--- src/design/glid_pkg.sv ---
// shared types and constants for the gif lzw interlace decoder
`default_nettype none
package glid_pkg;
  localparam int TableDepth = 4096;
  localparam int CodeBits   = 12;
  localparam int StackDepth = TableDepth + 1;
  localparam int StackAw    = 13;

  typedef enum logic [2:0] {
    ST_TAKEN   = 3'd0,
    ST_REFUSED = 3'd1,
    ST_PIXEL   = 3'd2,
    ST_NEED    = 3'd3,
    ST_DONE    = 3'd4,
    ST_ABORT   = 3'd5
  } status_e;

  typedef enum logic [2:0] {
    CFG_MIN   = 3'd0,
    CFG_MASK  = 3'd1,
    CFG_WIDTH = 3'd2,
    CFG_HEIGHT = 3'd3,
    CFG_ILACE = 3'd4
  } cfg_idx_e;

  typedef enum logic [3:0] {
    S_IDLE, S_PUSH, S_CHECK, S_FETCH, S_CLASSIFY, S_WALK_RD, S_WALK,
    S_WRITE, S_POP_RD, S_POP, S_RESULT
  } state_e;

  // controller to datapath
  typedef struct packed {
    logic push;
    logic check;
    logic fetch;
    logic classify;
    logic walk_rd;
    logic walk;
    logic write;
    logic pop_rd;
    logic pop;
    logic set_result;
    status_e result;
  } cmd_t;

  // datapath to controller
  typedef struct packed {
    logic room;
    logic is_done;
    logic is_abort;
    logic stack_empty;
    logic enough_bits;
    logic go_walk;
    logic go_write;
    logic walk_more;
    logic walk_abort;
  } stat_t;

  function automatic logic [3:0] eff_min(input logic [3:0] m);
    if (m < 4'd2) return 4'd2;
    if (m > 4'd8) return 4'd8;
    return m;
  endfunction
endpackage
`default_nettype wire

--- src/design/glid_ctrl.sv ---
// controller state machine sequencing push, code fetch, chain walk and pop
`default_nettype none
module glid_ctrl import glid_pkg::*; (
  input  wire logic  clk_i,
  input  wire logic  rst_ni,
  input  wire logic  in_valid_i,
  input  wire logic  in_type_i,
  output      logic  in_ready_o,
  input  wire logic  out_free_i,
  input  wire stat_t stat_i,
  output      cmd_t  cmd_o
);
  state_e state_q, state_d;

  always_ff @(posedge clk_i or negedge rst_ni) begin
    if (!rst_ni) state_q <= S_IDLE;
    else state_q <= state_d;
  end

  always_comb begin
    state_d = state_q;
    cmd_o = '0;
    cmd_o.result = ST_TAKEN;
    in_ready_o = 1'b0;
    unique case (state_q)
      S_IDLE: begin
        in_ready_o = out_free_i;
        if (in_valid_i && out_free_i) state_d = in_type_i ? S_CHECK : S_PUSH;
      end
      S_PUSH: begin
        cmd_o.push = 1'b1;
        cmd_o.set_result = 1'b1;
        cmd_o.result = stat_i.room ? ST_TAKEN : ST_REFUSED;
        state_d = S_IDLE;
      end
      S_CHECK: begin
        cmd_o.check = 1'b1;
        state_d = S_FETCH;
      end
      S_FETCH: begin
        if (stat_i.is_done || stat_i.is_abort) begin
          cmd_o.set_result = 1'b1;
          cmd_o.result = stat_i.is_done ? ST_DONE : ST_ABORT;
          state_d = S_IDLE;
        end else if (!stat_i.stack_empty) begin
          cmd_o.pop_rd = 1'b1;
          state_d = S_POP;
        end else if (!stat_i.enough_bits) begin
          cmd_o.set_result = 1'b1;
          cmd_o.result = ST_NEED;
          state_d = S_IDLE;
        end else begin
          cmd_o.fetch = 1'b1;
          state_d = S_CLASSIFY;
        end
      end
      S_CLASSIFY: begin
        cmd_o.classify = 1'b1;
        if (stat_i.go_walk) state_d = S_WALK_RD;
        else if (stat_i.go_write) state_d = S_WRITE;
        else state_d = S_FETCH;
      end
      S_WALK_RD: begin
        cmd_o.walk_rd = 1'b1;
        state_d = S_WALK;
      end
      S_WALK: begin
        if (stat_i.walk_abort) begin
          cmd_o.walk = 1'b1;
          state_d = S_FETCH;
        end else if (stat_i.walk_more) begin
          cmd_o.walk = 1'b1;
          state_d = S_WALK;
        end else begin
          state_d = S_WRITE;
        end
      end
      S_WRITE: begin
        cmd_o.write = 1'b1;
        state_d = S_FETCH;
      end
      S_POP: begin
        cmd_o.pop = 1'b1;
        cmd_o.set_result = 1'b1;
        cmd_o.result = ST_PIXEL;
        state_d = S_IDLE;
      end
      default: state_d = S_IDLE;
    endcase
  end

  assert property (@(posedge clk_i) disable iff (!rst_ni)
    in_ready_o |-> state_q == S_IDLE) else $error("ready outside idle");
  assert property (@(posedge clk_i) disable iff (!rst_ni)
    cmd_o.set_result |=> state_q == S_IDLE) else $error("result not final");
  assert property (@(posedge clk_i) disable iff (!rst_ni)
    state_q == S_POP_RD |-> 1'b0) else $error("unused state reached");
endmodule
`default_nettype wire

--- config.mk ---
export PLATFORM = sky130hd
export DESIGN_NAME = glid_ctrl
export DESIGN_NICKNAME = d
export VERILOG_FILES = /design/src/design/glid_pkg.sv /design/src/design/glid_ctrl.sv
export SDC_FILE = /design/constraint.sdc
export NUM_CORES = 1
export LEC_CHECK = 0
export BUFFER_PORTS_ARGS = -buffer_cell sky130_fd_sc_hd__buf_2
export CORE_AREA = 5 5 42 44
export CTS_CLUSTER_SIZE = 8
export DETAILED_ROUTE_END_ITERATION = 10
export DIE_AREA = 0 0 47 49
export GPL_TIMING_DRIVEN = 1
export PLACE_DENSITY = 0.75
export REMOVE_ABC_BUFFERS = 1
export SYNTH_ARGS = -nofsm -noshare
export SYNTH_HDL_FRONTEND = slang
export SYNTH_SLANG_ARGS = --single-unit
--- constraint.sdc ---
create_clock -name clk_i -period 1.37 [get_ports clk_i]
set_clock_uncertainty 0.05 [all_clocks]
set_input_delay 0.274 -clock clk_i [delete_from_list [all_inputs] [get_ports clk_i]]
set_output_delay 0.274 -clock clk_i [all_outputs]
set_load 0.01 [all_outputs]
Word-level counts from Yosys, hierarchy flattened
Cells that the tools add are included.

storage, ports and cells
  register bits after elaboration = 4
  input bits = 14
  output and inout bits = 14
  logic and storage cells = 47

operators by class
  eq/ne operators = 9
  multiplexer cells = 33
  reduce and logical (&&, ||, !) cells = 4

operators by type and width
  cell                  number
  $mux W4               8
  $pmux W4 S6           1
  $mux W1               20
  $eq A4 B3 Y1 const B  4
  $pmux W4 S3           1
  $eq A4 B2 Y1 const B  2
  $mux W3               2
  $eq A4 B1 Y1 const B  1
  $eq A4 B4 Y1 const B  1
  $logic_not A4 Y1      1
  $mux W2               1
  $ne A2 B2 Y1 const B  1
  $reduce_or A2 Y1      1
  $logic_and A1 B1 Y1   1
  $logic_or A1 B1 Y1    1

Logic depth before layout (Yosys ltp)
  word-level depth = 4
  gate-level depth with buffers = 5
  depth with buffers taken out = 4

Worst setup path after synthesis
Ideal clock, no wire load.

  kind = register -> output
  start = register state_q[2]
  end = output port cmd_o[1] (netlist bit)
  arrival time = 1.134 ns
  required time = 1.046 ns
  setup slack = -0.088 ns
  cell stages (with the launch flop) = 4
  cell sequence = dfrtp_1 -> clkbuf_8 -> nor3_1 -> o21bai_1

RTL lines
  what                      RTL line         source
  start: declaration        glid_ctrl.sv:13  state_e state_q, state_d;
  start signal: assignment  glid_ctrl.sv:17  else state_q <= state_d;
  end: declaration          glid_ctrl.sv:11  output cmd_t cmd_o

==> impl_metrics.tcl <==
set metrics [dict create \
    grt_pass1_vias 645 \
    clockBufferDepth 2 \
    grt_max_degree 10 \
    fp.dieW_microns 47 \
    die_area_sq_um 2300 \
    finalNonFillerCells 128 \
    cts_buffers 3 \
    post-route-period-util_pct 122 \
    critPathCaptureType "output pin" \
    tightestPinTransition_ps 251 \
    ys_seq_area_share_pct 22.8 \
    dpl_cell_area_sq_um 664 \
    drv_cap 0 \
    drive_above_1_share_pct 73.2 \
    grt_util_all_layers_pct 16.5 \
    dr.pass1.iters 4 \
    core-area_sq_um 1400 \
    antenna_found_initial 0 \
    initial_core_util_pct 31.3 \
    root_buffer "clkbuf_4" \
    grt_pass1_wl_mm 2.72 \
    setup_violations 16 \
    io_pins 28 \
    crit_type "reg -> out" \
    fin_ws_ps -299 \
    nNetsFinal 128 \
    antenna_cells 0 \
    grt-ovfl-total 0 \
    worstSetupStartpointType "register" \
    maxSlewViolCount 0 \
    globalplace.congestion 0.770 \
    dp.cells 116 \
    synth_area_sq_um 439 \
    netlist_instances 63 \
    finalHoldViolations 0 \
    setup_tns_ps -3320 \
    status "finished, violations left" \
    power.total_uw 1330 \
    fmax_ghz 0.599 \
    largest_reg_flops 4 \
    clock_sinks 4 \
    seq_area_sq_um 104 \
    htreeDepth 1 \
    vias 658 \
    wirelength_mm 1.80 \
    multi_input_area_sq_um 417 \
    yosysWarnings 0 \
    reg.largest.list "state_q: 4 flops" \
    fillCellCount 114 \
    vias_per_cell 5.14 \
    violations "setup timing" \
    synth.avg_cell_area_sq_um 6.97 \
    ant_nets 0 \
    hold_class "in -> reg" \
    clk_pin_slew_ps 40 \
    yosysUniqueCellTypes 24 \
    postLayoutCoreUtil_pct 67.3 \
    drc_errors 0 \
    min_period_ps 1670 \
    dp.final_hpwl_mm 1.18 \
    synth-seq-cells 4 \
    drtIter0Drc 13 \
    ir_worst_vdd_mv 1.00 \
    rsz0062_at_grt "true" \
    port_buffers 27 \
    area_growth_pct 115 \
    wl_per_cell_microns 14.1 \
    p_per_area_nw_per_um2 1410 \
    crit_fanout 5 \
    rows 14 \
    p_leak_uw 0.000450 \
    required_ps 1050 \
    cts_tree "built" \
    die_h_microns 49 \
    postLayoutCellArea_sq_um 943 \
    critPathArrivalTime_ps 1350 \
    top_register "state_q" \
    clock_latency_ps 240 \
    relSlewSlack_pct 83.2 \
]
==> synth_stat cells <==
| cell | instances | share of area, % |
|---|---|---|
| a21oi_1 | 4 | 4.6 |
| a41oi_2 | 1 | 3.7 |
| and3_2 | 1 | 1.7 |
| buf_2 | 2 | 2.3 |
| buf_6 | 1 | 2.6 |
| clkbuf_8 | 1 | 3.1 |
| dfrtp_1 | 4 | 23 |
| inv_1 | 5 | 4.3 |
| nand2_1 | 10 | 8.5 |
| nand2b_1 | 4 | 5.7 |
| nand3_1 | 1 | 1.1 |
| nand4_4 | 1 | 4.8 |
| nor2_1 | 9 | 7.7 |
| nor2_2 | 1 | 1.4 |
| nor2_4 | 1 | 2.6 |
| nor3_1 | 7 | 8.0 |
| nor4_1 | 1 | 1.4 |
| o21ai_0 | 3 | 3.4 |
| o21ai_1 | 1 | 1.1 |
| o21bai_1 | 1 | 1.7 |
| o22a_1 | 1 | 2.0 |
| o22ai_1 | 1 | 1.4 |
| o41ai_1 | 1 | 2.0 |
| or2_4 | 1 | 2.0 |
==> placed cells by master, fill, tap and decap left out, types with 2 or more instances in the layout <==
cell	netlist	layout
nor3_1	7	2
buf_6	1	11
nor2_4	1	3
dfrtp_2	0	3
nor3_2	0	2
buf_2	2	25
nor3_4	0	3
nand2b_1	4	2
nand2_2	0	3
nor2_1	9	5
o21ai_1	1	3
nand2_1	10	7
nor2_2	1	3
inv_1	5	2
clkbuf_4	0	3
nand2b_4	0	2
inv_2	0	2
a21oi_1	4	2
a21oi_2	0	2
buf_4	0	13
==> kinds of logic after synthesis <==
| group | after synthesis | synth area share [%] |
|---|---|---|
| AOI/OAI and AO/OA | 13 | 19.9 |
| buffers and inverters | 9 | 12.3 |
| DFF | 4 | 22.8 |
| and+or+nand+nor | 37 | 45.0 |
==> routing by layer <==
layer	up-vias	track usage [%]	part of all wire, %
met4	0	10.6	3.9
met3	6	4.80	7.0
met1	308	17.3	34
met2	26	26.9	55
li1	318	-	-
met5	-	0	0
==> final cells by class <==
| class | count | area share, % |
|---|---|---|
| Sequential cell | 4 | 11.0 |
| Clock buffer | 3 | 2.39 |
| Timing Repair Buffer | 50 | 37.8 |
| Inverter | 5 | 2.52 |
| Tap cell | 16 | 2.12 |
| Multi-Input combinational cell | 50 | 44.2 |
==> timing repair <==
| action | in CTS | in global routing |
|---|---|---|
| pin swaps | 5 | 7 |
| hold buffers | 1 | 0 |
| hold endpoints to repair | 4 | 0 |
| resized for setup | 19 | 29 |
| endpoints found under the setup margin | 15 | 18 |
| setup buffers | 5 | 4 |
==> report_power, final <==
group	total (uW)	switching [uW]	leakage [uW]	internal, uW
logic	975	495	0.000386	479
registers	199	45.6	0.0000497	153
clock network	159	59.7	0.0000138	98.8
==> critical path, stage by stage (launching register included) <==
cell and delay, ps:
dfrtp_2 430, buf_4 160, inv_6 70, nand2_2 110
nor3_2 190, buf_2 150
==> final timing paths <==
check / from / endpoint / slack (ps) / cells after the start
min in group asynchronous: rst_ni / state_q[2]$_DFFE_PN0P_ / 360 / 2
max in group asynchronous: rst_ni / state_q[0]$_DFFE_PN0P_ / 780 / 2
max reg2reg: state_q[3]$_DFFE_PN0P_ / state_q[0]$_DFFE_PN0P_ / -200 / 7
min reg2reg: state_q[1]$_DFFE_PN0P_ / state_q[1]$_DFFE_PN0P_ / 700 / 3
max: state_q[3]$_DFFE_PN0P_ / cmd_o[7] / -300 / 5
min: stat_i[4] / state_q[2]$_DFFE_PN0P_ / 280 / 3
==> per-stage QoR <==
stage	worst slack, ps	hold slack [ps]
6_report	-299	280
4_1_cts	-308	257
3_3_place_gp	-33.8	28.8
2_1_floorplan	-200	-71.6
3_5_place_dp	-66.4	30.9
5_1_grt	-372	289
Note: power is estimated with default switching activity, not from simulation.
